## src/hw/rtl/smf_pkg.sv

```systemverilog
// Shared types and constants for the SPI message framer.
// Holds the item and result structs, the configuration struct and register indexes.
// No dependencies.
`default_nettype none
package smf_pkg;

	// Request kinds carried by req_type.
	localparam logic REQ_START   = 1'b0;
	localparam logic REQ_PAYLOAD = 1'b1;

	// Marker byte that announces a two-byte length.
	localparam logic [7:0] EXT_LEN_MARK = 8'hFF;

	// Register indexes (byte address bits [3:2]).
	localparam int unsigned REG_ADDR_W = 4;
	localparam logic [1:0] REG_ENABLE    = 2'd0;
	localparam logic [1:0] REG_PIPE_BYTE = 2'd1;
	localparam logic [1:0] REG_MASTER    = 2'd2;

	// Largest number of bytes one item can produce, and the index width for it.
	localparam int unsigned BURST_MAX = 8;
	localparam int unsigned BURST_IDX_W = $clog2(BURST_MAX);

	typedef struct packed {
		logic        req_type;
		logic [7:0]  msg_id;
		logic [15:0] payload_length;
		logic [7:0]  payload_byte;
	} smf_in_t;

	typedef struct packed {
		logic [7:0] out_byte;
		logic       frame_last;
	} smf_out_t;

	typedef struct packed {
		logic       framer_enable;
		logic [7:0] control_pipe_byte;
		logic [7:0] master_address;
	} smf_cfg_t;

	// All result bytes caused by one item.
	typedef struct packed {
		logic [BURST_MAX-1:0][7:0] bytes;
		logic [BURST_IDX_W-1:0]    last_idx;
		logic                      ends_frame;
	} smf_burst_t;

endpackage
`default_nettype wire

```

## src/hw/rtl/spi_message_framer_with_checksum_top.sv

```systemverilog
// Top level of the SPI message framer with sum checksum.
// Instantiates smf_regs, smf_frame_ctl and smf_out_stage; depends on smf_pkg.
`default_nettype none
// The framer takes one item per transaction on the item channel and sends the
// framed message one byte per transaction on the result channel. A start item
// yields the control pipe byte, three zero fill bytes, the message id and the
// length (one byte below 255, else 255 then high and low bytes), and for an
// empty payload the checksum right after; that is six to eight bytes. Each
// payload byte of an open frame is passed on, and the last one is followed by
// the checksum, which carries frame_last. Payload items outside a frame and all
// items while framer_enable is zero produce nothing. The frame state is updated
// in the cycle an item is accepted, and each item's bytes are kept as one burst
// in a burst register ahead of the output serializer. Rate: an item whose
// burst is one byte passes at one item per cycle while the result side is
// ready; an item with several result bytes holds the serializer until its
// last byte is taken, so the serializer's single output port sets the pace.
// The burst register lets the next item be accepted while the current burst
// still drains. An item's bytes reach the output through the burst register
// and then the serializer. Registers sit at byte addresses 0 (framer_enable), 4
// (control_pipe_byte) and 8 (master_address); they should be written only
// while the block is idle, and master_address is sampled on each start item.
module spi_message_framer_with_checksum_top
	import smf_pkg::*;
(
	input  wire logic                  clk,
	input  wire logic                  arst_n,
	input  wire logic                  item_valid,
	output logic                       item_ready,
	input  wire smf_in_t               item,
	output logic                       result_valid,
	input  wire logic                  result_ready,
	output smf_out_t                   result,
	input  wire logic                  psel,
	input  wire logic                  penable,
	input  wire logic                  pwrite,
	input  wire logic [REG_ADDR_W-1:0] paddr,
	input  wire logic [31:0]           pwdata,
	output logic      [31:0]           prdata,
	output logic                       pready
);

	smf_cfg_t   cfg;
	smf_burst_t burst;
	logic       burst_valid;
	logic       accept;

	// An item transaction completes when both sides agree in the same cycle.
	assign accept = item_valid && item_ready;

	smf_regs u_regs (
		.clk     (clk),
		.arst_n  (arst_n),
		.psel    (psel),
		.penable (penable),
		.pwrite  (pwrite),
		.paddr   (paddr),
		.pwdata  (pwdata),
		.prdata  (prdata),
		.pready  (pready),
		.cfg     (cfg)
	);

	// Frame state lives here; it turns the accepted item into a burst of bytes.
	smf_frame_ctl u_frame_ctl (
		.clk         (clk),
		.arst_n      (arst_n),
		.cfg         (cfg),
		.accept      (accept),
		.item        (item),
		.burst       (burst),
		.burst_valid (burst_valid)
	);

	// Burst register plus serializer; it also decides when the next item may enter.
	smf_out_stage u_out_stage (
		.clk          (clk),
		.arst_n       (arst_n),
		.accept       (accept),
		.burst        (burst),
		.burst_valid  (burst_valid),
		.item_ready   (item_ready),
		.result_valid (result_valid),
		.result_ready (result_ready),
		.result       (result)
	);

endmodule
`default_nettype wire

```

## src/hw/rtl/smf_regs.sv

```systemverilog
// Configuration register file of the SPI message framer, on an APB-style port.
// Depends on smf_pkg for the configuration struct and register indexes.
`default_nettype none
module smf_regs
	import smf_pkg::*;
(
	input  wire logic                  clk,
	input  wire logic                  arst_n,
	input  wire logic                  psel,
	input  wire logic                  penable,
	input  wire logic                  pwrite,
	input  wire logic [REG_ADDR_W-1:0] paddr,
	input  wire logic [31:0]           pwdata,
	output logic      [31:0]           prdata,
	output logic                       pready,
	output smf_cfg_t                   cfg
);

	smf_cfg_t cfg_q;
	logic     wr_en;

	assign pready = 1'b1;
	assign wr_en  = psel & penable & pwrite;
	assign cfg    = cfg_q;

	always_ff @(posedge clk or negedge arst_n) begin
		if (!arst_n) begin
			cfg_q.framer_enable     <= 1'b1;
			cfg_q.control_pipe_byte <= 8'd3;
			cfg_q.master_address    <= 8'hFF;
		end else if (wr_en) begin
			unique case (paddr[3:2])
				REG_ENABLE:    cfg_q.framer_enable     <= pwdata[0];
				REG_PIPE_BYTE: cfg_q.control_pipe_byte <= pwdata[7:0];
				REG_MASTER:    cfg_q.master_address    <= pwdata[7:0];
				default: begin
				end
			endcase
		end
	end

	always_comb begin
		prdata = 32'd0;
		unique case (paddr[3:2])
			REG_ENABLE:    prdata = {31'd0, cfg_q.framer_enable};
			REG_PIPE_BYTE: prdata = {24'd0, cfg_q.control_pipe_byte};
			REG_MASTER:    prdata = {24'd0, cfg_q.master_address};
			default:       prdata = 32'd0;
		endcase
	end

	// paddr[1:0] only selects bytes within a word and has no effect here.
	logic unused_addr;
	assign unused_addr = ^paddr[1:0];

endmodule
`default_nettype wire

```

## src/hw/rtl/smf_frame_ctl.sv

```systemverilog
// Frame state and burst builder of the SPI message framer.
// Turns one accepted item into its burst of result bytes and updates the frame state.
// Depends on smf_pkg.
`default_nettype none
module smf_frame_ctl
	import smf_pkg::*;
(
	input  wire logic     clk,
	input  wire logic     arst_n,
	input  wire smf_cfg_t cfg,
	input  wire logic     accept,
	input  wire smf_in_t  item,
	output smf_burst_t    burst,
	output logic          burst_valid
);

	logic        frame_open_q;
	logic [15:0] bytes_remaining_q;
	logic [7:0]  running_checksum_q;

	logic        nxt_open;
	logic [15:0] nxt_remaining;
	logic [7:0]  nxt_checksum;

	logic [7:0]  hdr_sum;
	logic        len_short;
	logic        len_zero;

	assign len_short = item.payload_length < {8'd0, EXT_LEN_MARK};
	assign len_zero  = item.payload_length == 16'd0;
	assign hdr_sum   = 8'd0 - cfg.master_address - item.msg_id;

	always_comb begin
		burst         = '0;
		burst_valid   = 1'b0;
		nxt_open      = frame_open_q;
		nxt_remaining = bytes_remaining_q;
		nxt_checksum  = running_checksum_q;
		if (cfg.framer_enable) begin
			if (item.req_type == REQ_START) begin
				burst_valid    = 1'b1;
				burst.bytes[0] = cfg.control_pipe_byte;
				burst.bytes[4] = item.msg_id;
				if (len_short) begin
					nxt_checksum   = hdr_sum - item.payload_length[7:0];
					burst.bytes[5] = item.payload_length[7:0];
					burst.last_idx = BURST_IDX_W'(5);
				end else begin
					nxt_checksum   = hdr_sum - EXT_LEN_MARK - item.payload_length[15:8]
						- item.payload_length[7:0];
					burst.bytes[5] = EXT_LEN_MARK;
					burst.bytes[6] = item.payload_length[15:8];
					burst.bytes[7] = item.payload_length[7:0];
					burst.last_idx = BURST_IDX_W'(7);
				end
				if (len_zero) begin
					// An empty payload closes the frame with its checksum at once.
					burst.bytes[6]   = nxt_checksum;
					burst.last_idx   = BURST_IDX_W'(6);
					burst.ends_frame = 1'b1;
				end
				nxt_open      = !len_zero;
				nxt_remaining = item.payload_length;
			end else if (!frame_open_q || bytes_remaining_q == 16'd0) begin
				// A payload byte outside an open frame is dropped.
				nxt_open = 1'b0;
			end else begin
				burst_valid    = 1'b1;
				nxt_checksum   = running_checksum_q - item.payload_byte;
				nxt_remaining  = bytes_remaining_q - 16'd1;
				burst.bytes[0] = item.payload_byte;
				if (bytes_remaining_q == 16'd1) begin
					burst.bytes[1]   = nxt_checksum;
					burst.last_idx   = BURST_IDX_W'(1);
					burst.ends_frame = 1'b1;
					nxt_open         = 1'b0;
				end
			end
		end
	end

	always_ff @(posedge clk or negedge arst_n) begin
		if (!arst_n) begin
			frame_open_q       <= 1'b0;
			bytes_remaining_q  <= 16'd0;
			running_checksum_q <= 8'd0;
		end else if (accept) begin
			frame_open_q       <= nxt_open;
			bytes_remaining_q  <= nxt_remaining;
			running_checksum_q <= nxt_checksum;
		end
	end

endmodule
`default_nettype wire

```

## src/hw/rtl/smf_out_stage.sv

```systemverilog
// Burst register and output serializer of the SPI message framer.
// Holds one waiting burst and sends the current one a byte per transaction.
// Depends on smf_pkg.
`default_nettype none
module smf_out_stage
	import smf_pkg::*;
(
	input  wire logic       clk,
	input  wire logic       arst_n,
	input  wire logic       accept,
	input  wire smf_burst_t burst,
	input  wire logic       burst_valid,
	output logic            item_ready,
	output logic            result_valid,
	input  wire logic       result_ready,
	output smf_out_t        result
);

	smf_burst_t             burst_s1;
	logic                   valid_s1;
	smf_burst_t             burst_s2;
	logic                   valid_s2;
	logic [BURST_IDX_W-1:0] idx_q;

	logic at_last;
	logic s2_free;
	logic advance;

	assign at_last    = idx_q == burst_s2.last_idx;
	assign s2_free    = !valid_s2 || (result_ready && at_last);
	assign advance    = valid_s1 && s2_free;
	assign item_ready = !valid_s1 || s2_free;

	assign result_valid      = valid_s2;
	assign result.out_byte   = burst_s2.bytes[idx_q];
	assign result.frame_last = burst_s2.ends_frame && at_last;

	always_ff @(posedge clk or negedge arst_n) begin
		if (!arst_n) begin
			valid_s1 <= 1'b0;
		end else if (accept) begin
			valid_s1 <= burst_valid;
		end else if (advance) begin
			valid_s1 <= 1'b0;
		end
	end

	always_ff @(posedge clk) begin
		if (accept && burst_valid) begin
			burst_s1 <= burst;
		end
	end

	always_ff @(posedge clk or negedge arst_n) begin
		if (!arst_n) begin
			valid_s2 <= 1'b0;
			idx_q    <= '0;
		end else if (s2_free) begin
			valid_s2 <= valid_s1;
			idx_q    <= '0;
		end else if (result_ready) begin
			idx_q <= idx_q + BURST_IDX_W'(1);
		end
	end

	always_ff @(posedge clk) begin
		if (advance) begin
			burst_s2 <= burst_s1;
		end
	end

`ifndef SYNTHESIS
	a_idx_in_burst: assert property (@(posedge clk) disable iff (!arst_n)
		valid_s2 |-> idx_q <= burst_s2.last_idx)
		else $error("serializer index ran past the end of its burst");

	a_wait_held: assert property (@(posedge clk) disable iff (!arst_n)
		(valid_s1 && !s2_free) |=> valid_s1)
		else $error("waiting burst lost while the serializer was busy");

	a_ready_when_empty: assert property (@(posedge clk) disable iff (!arst_n)
		!valid_s1 |-> item_ready)
		else $error("item not taken although the burst register is empty");

	a_last_ends_burst: assert property (@(posedge clk) disable iff (!arst_n)
		(result_valid && result_ready && result.frame_last) |=> (idx_q == '0))
		else $error("frame end byte did not close its burst");
`endif

endmodule
`default_nettype wire

```

## config.mk

```make
export PLATFORM = sky130hd
export DESIGN_NAME = spi_message_framer_with_checksum_top
export DESIGN_NICKNAME = d
export VERILOG_FILES = /design/src/hw/rtl/smf_pkg.sv /design/src/hw/rtl/spi_message_framer_with_checksum_top.sv /design/src/hw/rtl/smf_regs.sv /design/src/hw/rtl/smf_frame_ctl.sv /design/src/hw/rtl/smf_out_stage.sv
export SDC_FILE = /design/constraint.sdc
export NUM_CORES = 1
export LEC_CHECK = 0
export BUFFER_PORTS_ARGS = -buffer_cell sky130_fd_sc_hd__buf_4
export CORE_AREA = 2 2 130 132
export CTS_CLUSTER_DIAMETER = 200
export CTS_CLUSTER_SIZE = 25
export DETAILED_ROUTE_END_ITERATION = 8
export DIE_AREA = 0 0 132 134
export GPL_TIMING_DRIVEN = 0
export PLACE_DENSITY = 0.81
export SLEW_MARGIN = 10
export SYNTH_ARGS = -nofsm -noshare
export SYNTH_HDL_FRONTEND = slang
export SYNTH_HIERARCHICAL = 1
export SYNTH_SLANG_ARGS = --single-unit
```

## constraint.sdc

```tcl
create_clock -name clk -period 16.2 [get_ports clk]
set_input_delay 2.43 -clock clk [delete_from_list [all_inputs] [get_ports clk]]
set_output_delay 2.43 -clock clk [all_outputs]
set_load 0.005 [all_outputs]
```

==> results of run 1 <==
power groups by stage:
stage                     Combinational [uW]  Clock (uW)  Sequential [uW]
after floorplan                          498           0              669
after detailed placement                 698           0              679
final                                    711         399              670
after global placement                   672           0              685
after CTS                                705         407              670
after global routing                     784         423              680
stage by stage:
| stage | total power, uW | cell area (um^2) | cells |
|---|---|---|---|
| 2_1_floorplan | 1167 | 9727 | 801 |
| 3_3_place_gp | 1357 | 10510 | 1088 |
| 3_5_place_dp | 1377 | 10590 | 1091 |
| 4_1_cts | 1781 | 11170 | 1123 |
| 5_1_grt | 1887 | 11170 | 1123 |
| 6_report | 1780 | 11170 | 1123 |
final cells by class:
type	count	area (um^2)
inverters	57	214.0
repair buffers	70	578.1
multi-input cells	493	3800
flip-flops and latches	183	5274
clock inverters	15	152.6
plain buffers	68	452.9
clock buffers	17	425.4
well taps	220	275.3
fillers	1185	5117
kinds of logic (layout without fill, tap and decap cells):
kind of cell / count (synthesis) / count (layout)
buffers and inverters: 125 / 227
other: 3 / 41
AND/OR/NAND/NOR: 175 / 175
multiplexers: 48 / 48
flip-flops: 183 / 183
XOR/XNOR: 23 / 23
AO/OA/AOI/OAI: 152 / 152
adder cells (fa/ha/maj): 54 / 54
Yosys cell counts, types with 8 or more instances:
cell                         n
sky130_fd_sc_hd__a21o_1      8
sky130_fd_sc_hd__a21oi_1    40
sky130_fd_sc_hd__a22o_1     16
sky130_fd_sc_hd__and3_1     10
sky130_fd_sc_hd__buf_4      42
sky130_fd_sc_hd__clkbuf_1   16
sky130_fd_sc_hd__dfrtp_1    36
sky130_fd_sc_hd__dfstp_2    11
sky130_fd_sc_hd__edfxtp_1  136
sky130_fd_sc_hd__fa_1       10
sky130_fd_sc_hd__ha_1       44
sky130_fd_sc_hd__inv_1      56
sky130_fd_sc_hd__mux2_2     18
sky130_fd_sc_hd__mux4_1      9
sky130_fd_sc_hd__nand2_1    35
sky130_fd_sc_hd__nand3_1    10
sky130_fd_sc_hd__nand4_1     8
sky130_fd_sc_hd__nor2_1     53
sky130_fd_sc_hd__nor3_1     15
sky130_fd_sc_hd__o21ai_0    28
sky130_fd_sc_hd__o21ai_1     8
sky130_fd_sc_hd__xnor2_1    16
state kept, by name (all words and copies together), names as in the netlist:
register,cells
u_frame_ctl/running_checksum_q,8
u_out_stage/result_valid,1
u_out_stage/burst_s2,68
u_out_stage/burst_s1,68
u_frame_ctl/bytes_remaining_q,16
u_frame_ctl/frame_open_q,1
u_out_stage/valid_s1,1
u_regs/cfg,17
u_out_stage/idx_q,3
layer usage:
metal / vias up / routed length, um / global-route usage
met5: - / 0 / 0
met3: 43 / 1303 / 0.04649
met4: 0 / 853 / 0.1250
met1: 3008 / 8765 / 0.3282
li1: 2979 / - / -
met2: 259 / 10320 / 0.4077
worst max-delay path: cells and delay by family:
family                     cells  cell delay (ps)
buffers and inverters          3              240
AOI/OAI and AO/OA              7             1370
and+or+nand+nor                2              330
adders and majority gates      6             1960
xor gates and xnor gates       1              100
final timing paths:
kind,start,endpoint,slack (ps),cells past startpoint
setup / recovery,item[25],u_out_stage/burst_s1[59],10060,19
hold / removal,u_out_stage/burst_s1[45],u_out_stage/burst_s2[45],420,0
setup reg to reg,u_regs/cfg[1],u_out_stage/burst_s1[59],11620,18
hold reg to reg,u_out_stage/burst_s1[45],u_out_stage/burst_s2[45],420,0
max in group asynchronous,arst_n,u_out_stage/valid_s1,13730,1
min in group asynchronous,arst_n,u_regs/cfg[13],2030,1
cell usage in the layout (no fill, tap or decap), types with 10 or more instances in the layout:
master	synthesis	final
sky130_fd_sc_hd__dfrtp_1	36	36
sky130_fd_sc_hd__inv_1	56	56
sky130_fd_sc_hd__conb_1	3	41
sky130_fd_sc_hd__edfxtp_1	136	136
sky130_fd_sc_hd__nand3_1	10	10
sky130_fd_sc_hd__ha_1	44	44
sky130_fd_sc_hd__nand2_1	35	35
sky130_fd_sc_hd__nor3_1	15	15
sky130_fd_sc_hd__dfstp_2	11	11
sky130_fd_sc_hd__xnor2_1	16	16
sky130_fd_sc_hd__fa_1	10	10
sky130_fd_sc_hd__o21ai_0	28	28
sky130_fd_sc_hd__clkbuf_1	16	16
sky130_fd_sc_hd__and3_1	10	10
sky130_fd_sc_hd__buf_4	42	109
sky130_fd_sc_hd__mux2_2	18	18
sky130_fd_sc_hd__a21oi_1	40	40
sky130_fd_sc_hd__a22o_1	16	16
sky130_fd_sc_hd__clkbuf_16	0	17
sky130_fd_sc_hd__nor2_1	53	53
==> impl_summary.log, run 1 <==
[metrics] run status: complete, no violations
[metrics] global-route wire length before repair: 33.31 mm
[metrics] share of synthesized cell area in and, or, nand and nor gates: 0.09426
[metrics] area share of the largest cell type after synthesis: 0.4261
[metrics] required time reported for the critical path endpoint: 16480 ps
[metrics] number of buffers between clock root and the deepest sink: 2
[metrics] number of violations of the max-capacitance limit: 0
[metrics] vias per std cell: 5.600
[metrics] timing-limited maximum frequency: 162.9 MHz
[metrics] cts repair resizes: 0
[metrics] start-to-end type of the worst setup path: in -> reg
[metrics] ports placed on the boundary: 120
[metrics] nature of the critical path startpoint: input pin
[metrics] synth-to-layout area growth: 16.57%
[metrics] sequential power share: 0.376
[metrics] Worst Setup Slack post-DPL: 9634 ps
[metrics] Cell Chain, Critical Path: buf_4 -> ha_1 -> inv_1 -> ha_1 -> inv_1 -> fa_1 -> nor2b_1 -> o21ai_0 -> a21boi_0 -> fa_1 -> ha_1 -> ha_1 -> o21ai_0 -> o21bai_1 -> a21oi_1 -> xnor2_1 -> a22oi_1 -> nand4_1 -> o211ai_1
[metrics] routed vias: 6289
[metrics] number of violations reported at the end of detailed-routing iteration 0: 541
[metrics] async set-or-reset flop fraction in the synthesized netlist: 0.2568
[metrics] hold buffer count at CTS: 0
[metrics] cell repeated most along the worst path: sky130_fd_sc_hd__ha_1
[metrics] total number of H-tree levels: 4
[metrics] worst stage delay on the critical path: 500 ps
[metrics] initial cell density of the core: 0.5884
[metrics] synthesized area per cell: 12.56 um^2
[metrics] unrepaired setup endpoints after global routing: false
[metrics] total of warnings raised by yosys: 6
[metrics] area inside the core boundary: 16290 um^2
[metrics] leading area contributor after synthesis: sky130_fd_sc_hd__edfxtp_1
[metrics] post-synthesis sequential area ratio: 0.5503
[metrics] Pre-antenna DRT Iters: 5
[metrics] CP arrival: 6420 ps
[metrics] share of power burned in the clock network: 0.224
[metrics] share of synthesized area spent on multiplexers: 0.08055
[metrics] Max-Slew Margin vs Limit: 0.4438
[metrics] total setup violations reported at the end of the flow: 0
[metrics] post-synthesis compound-gate area fraction: 0.1048
[metrics] ratio of cells with drive above 1 in the final layout: 0.2303
[metrics] critical path's slowest cell: sky130_fd_sc_hd__fa_1
[metrics] maximum number of pins on one net before global-route repair: 69
[metrics] shortest clock period the worst path allows after layout: 6138 ps
[metrics] total inserted antenna cells: 0
[metrics] most instantiated flip-flop cell in the synthesis netlist: sky130_fd_sc_hd__edfxtp_1
[metrics] main combinational cell family by area after synthesis: compound AO/OA/AOI/OAI gates
[metrics] final core utilization: 0.6858
[metrics] Critical Path End Type: flip-flop
[metrics] overall die area: 17690 um^2
[metrics] final routed wire length divided by cell count: 18.92 um
[metrics] y dimension of the die: 134 um
[metrics] antenna violation net count after detailed routing: 0
[metrics] master cell of the clock root buffer: sky130_fd_sc_hd__clkbuf_16
[metrics] Net Switching: 639.8 uW
[metrics] clock tree from TritonCTS: built
[metrics] Pleak: 0.004621 uW
[metrics] maximum fanout encountered on the critical timing path: 4
[metrics] Post-CTS Setup Repair Bufs: 0
[metrics] areal power density over the cells: 159.4 nW/um^2
[metrics] worst-margin pin slew: 826.7 ps
[metrics] clock tree sinks: 183
[metrics] via count of the first global-routing pass: 6196
[metrics] final wirelength: 21.25 mm
[metrics] horizontal die dimension: 132 um
[metrics] Internal Power: 1140 uW
[metrics] fraction of power spent switching nets: 0.3594
[metrics] final RePlAce weighted congestion: 0.9202
[metrics] HPWL after DPL: 15.63 mm
[metrics] placement row count: 47
[metrics] count of distinct cell types in the synthesized netlist: 64
[metrics] clock-pin slew reported for the worst setup and hold paths after clock tree synthesis: 80 ps
[metrics] Inserted Clock Buffers: 17
[metrics] Worst Hold Slack: 417.0 ps
[metrics] adder and majority gate portion of the synthesized area: 0.07833
[metrics] gate count after technology mapping: 763
[metrics] top cells by area, synth: sky130_fd_sc_hd__edfxtp_1 (43%), sky130_fd_sc_hd__dfrtp_1 (9.4%), sky130_fd_sc_hd__ha_1 (5.7%), sky130_fd_sc_hd__buf_4 (3.3%), sky130_fd_sc_hd__dfstp_2 (3.0%)
[metrics] total global-route track usage: 0.2511
[metrics] Worst Clk Skew: 10.05 ps
[metrics] final worst setup slack: 10060 ps
[metrics] pins over their slew limit: 0
[metrics] number of synthesized flops with an enable pin: 136
[metrics] Synth Area in XOR/XNOR: 0.02102
[metrics] gr ovfl total: 0
[metrics] share of the clock period used by the worst path after layout: 0.3789
[metrics] DRC viols: 0
[metrics] net total in the final layout: 1020
[metrics] Tightest Hold Check Type: reg -> reg
[metrics] number of synthesized register bits: 183
[metrics] synthesized cell area: 9584 um^2
[metrics] setup TNS: 0 ps
[metrics] worst skew pair latency: 440 ps
[metrics] count of endpoints failing hold in the final timing report: 0
[metrics] Peak supply drop: 0.09736 mV
[metrics] # port buffers: 67
[metrics] Gate power share: 0.399
[metrics] antenna violations before repair: 0
(Power assumes the default switching activity.)
==> run 2, diff against run 1 <==
- CORE_AREA: 2 2 130 132 -> 2 2 138 140
- DIE_AREA: 0 0 132 134 -> 0 0 140 142
- PLACE_DENSITY: 0.81 -> 0.76
- clock period: 16.2 -> 5.5 ns (I/O delays scaled with it)
==> run 2 against run 1 <==
  * The run now ends with design-rule violations left
  * Clock power grew to 3.0 times the previous value
  * Die area is 12% higher
  * Critical endpoint is now u_frame_ctl/running_checksum_q[7]
  * Cell count up 1.3%
  * Routed wire length shrank 0.35%
  * Clock-buffer cell count is 2 higher
  * Global-route usage shrank 3.1 points
  * Sequential share of layout area decreased by 0.19 points
  * Register-to-register slack worse by 11000 ps
  * Largest cell class unchanged
  * Worst hold slack got worse by 1.3 ps
  * Power rose to 2.9 times the previous value
  * Combinational power grew to 2.9 times the previous value
==> impl_summary.log, run 2 (synthesized netlist as in run 1, its figures left out) <==
[metrics] run status: finished with violations
[metrics] violations in the final reports: design-rule violations
[metrics] overall die area: 19880 um^2
[metrics] DRC viols: 7
[metrics] placed cell areas: 10640 um^2
[metrics] nature of the critical path startpoint: flip-flop
[metrics] Critical Path End Type: flip-flop
[metrics] most common cell after layout, fill and taps aside: sky130_fd_sc_hd__edfxtp_1
[metrics] total global-route track usage: 0.2198
[metrics] total number of H-tree levels: 4
[metrics] clock-pin slew reported for the worst setup and hold paths after clock tree synthesis: 70 ps
[metrics] ratio of cells with drive above 1 in the final layout: 0.2323
[metrics] CP arrival: 4900 ps
[metrics] area inside the core boundary: 18460 um^2
[metrics] HPWL after DPL: 15.94 mm
[metrics] areal power density over the cells: 467.5 nW/um^2
[metrics] global-route wire length before repair: 32.78 mm
[metrics] sequential power share: 0.377
[metrics] cts repair resizes: 0
[metrics] unrepaired setup endpoints after global routing: false
[metrics] Tightest Hold Check Type: in -> async
[metrics] worst skew pair latency: 430 ps
[metrics] ports placed on the boundary: 120
[metrics] shortest clock period the worst path allows after layout: 4536 ps
[metrics] number of buffers between clock root and the deepest sink: 2
[metrics] maximum fanout encountered on the critical timing path: 4
[metrics] cell repeated most along the worst path: sky130_fd_sc_hd__ha_1
[metrics] clock tree from TritonCTS: built
[metrics] Cell Chain, Critical Path: ha_1 -> inv_1 -> ha_1 -> inv_1 -> fa_1 -> nor2b_1 -> o21ai_0 -> a21boi_0 -> fa_1 -> ha_1 -> ha_1 -> o21ai_0 -> o21bai_1 -> a21oi_1 -> xnor2_1 -> a22oi_1 -> or3_1 -> nand3_1
[metrics] Inserted Clock Buffers: 17
[metrics] worst setup path startpoint: u_regs/cfg[1]
[metrics] number of violations reported at the end of detailed-routing iteration 0: 488
[metrics] via count of the first global-routing pass: 6086
[metrics] initial cell density of the core: 0.5193
[metrics] total inserted antenna cells: 0
[metrics] hold buffer count at CTS: 0
[metrics] antenna violation net count after detailed routing: 0
[metrics] final core utilization: 0.6078
[metrics] number of violations of the max-capacitance limit: 0
[metrics] Internal Power: 3389 uW
[metrics] gr ovfl total: 0
[metrics] commonest non-fill, non-tap cells in the layout: sky130_fd_sc_hd__edfxtp_1 (136), sky130_fd_sc_hd__buf_4 (109), sky130_fd_sc_hd__inv_1 (56)
[metrics] Pre-antenna DRT Iters: 9
[metrics] critical path's slowest cell: sky130_fd_sc_hd__dfstp_2
[metrics] Max-Slew Margin vs Limit: 0.5657
[metrics] Pleak: 0.004639 uW
[metrics] required time reported for the critical path endpoint: 5860 ps
[metrics] net total in the final layout: 1021
[metrics] share of power burned in the clock network: 0.226
[metrics] Worst Clk Skew: 10.21 ps
[metrics] cell area after layout: 11220 um^2
[metrics] clock tree sinks: 183
[metrics] worst-margin pin slew: 645.5 ps
[metrics] horizontal die dimension: 140 um
[metrics] antenna violations before repair: 0
[metrics] Post-CTS Setup Repair Bufs: 0
[metrics] worst reg2reg startpoint: u_regs/cfg[1]
[metrics] routed vias: 6257
[metrics] share of the clock period used by the worst path after layout: 0.8247
[metrics] total setup violations reported at the end of the flow: 0
[metrics] final routed wire length divided by cell count: 18.60 um
[metrics] synth-to-layout area growth: 17.04%
[metrics] timing-limited maximum frequency: 220.5 MHz
[metrics] fraction of power spent switching nets: 0.3537
[metrics] Net Switching: 1855 uW
[metrics] maximum number of pins on one net before global-route repair: 48
[metrics] Peak supply drop: 0.2424 mV
[metrics] final RePlAce weighted congestion: 0.9458
[metrics] pins over their slew limit: 0
[metrics] # port buffers: 67
[metrics] Gate power share: 0.398
[metrics] vias per std cell: 5.498
[metrics] final wirelength: 21.17 mm
[metrics] count of endpoints failing hold in the final timing report: 0
[metrics] master cell of the clock root buffer: sky130_fd_sc_hd__clkbuf_16
[metrics] y dimension of the die: 142 um
[metrics] worst stage delay on the critical path: 590 ps
[metrics] start-to-end type of the worst setup path: reg -> reg
[metrics] placement row count: 50
-- run 2: cell types whose count changed in the layout (fill, tap and decap cells not counted), sizes merged --
cell	change
buf	+1
clkbuf	+2
clkinv	-3
clkinvlp	-1
inv	+2
-- run 2: worst paths after layout --
| kind | end | slack (ps) | depth (start not counted) |
|---|---|---|---|
| max in group asynchronous | u_frame_ctl/running_checksum_q[6] | 4630 | 1 |
| max | u_frame_ctl/running_checksum_q[7] | 960 | 18 |
| min reg2reg | u_out_stage/burst_s2[67] | 420 | 0 |
| max reg2reg | u_frame_ctl/running_checksum_q[7] | 960 | 18 |
| min in group clk | u_out_stage/burst_s2[67] | 420 | 0 |
| min | u_out_stage/valid_s1 | 420 | 1 |
-- run 2: area by class of cell --
| class | instances | area (um^2) |
|---|---|---|
| clock buffers | 19 | 452.9 |
| fillers | 1400 | 7238 |
| clock inverters | 13 | 125.1 |
| flip-flops and latches | 183 | 5274 |
| inverters | 57 | 214.0 |
| well taps | 234 | 292.8 |
| plain buffers | 68 | 452.9 |
| multi-input cells | 493 | 3800 |
| repair buffers | 71 | 605.6 |
-- run 2: critical path: cells and delay by family (launching register included) --
| family | cells | cell delay (ps) |
|---|---|---|
| compound gates | 6 | 1010 |
| flops | 1 | 590 |
| simple gates | 3 | 660 |
| buf+inv | 2 | 110 |
| fa+ha+maj | 6 | 1940 |
| xor+xnor | 1 | 140 |
-- run 2: power by group through the flow --
stage                     registers [uW]  clock network [uW]  logic [uW]
after global placement              2010                   0        1980
after global routing                2000                1260        2280
after CTS                           1970                1200        2070
final                               1980                1180        2090
after floorplan                     1960                   0        1470
after detailed placement            2000                   0        2060
-- run 2: stage by stage --
stage          hold slack, ps  setup slack (ps)  total power, uW  setup TNS, ps  instances
6_report                415.7             964.3             5244              0       1138
2_1_floorplan           400.3             487.8             3430              0        801
4_1_cts                 416.5              1037             5250              0       1138
3_3_place_gp            400.8            -829.7             3986         -56290       1102
3_5_place_dp            404.5             665.6             4057              0       1106
5_1_grt                 426.0             676.4             5550              0       1138
-- run 2: routing by layer --
metal	vias up	track usage	share of wire
met4	0	0.09623	0.036
met3	42	0.05114	0.063
li1	2993	-	-
met5	-	0	0
met2	226	0.3604	0.48
met1	2996	0.2830	0.42
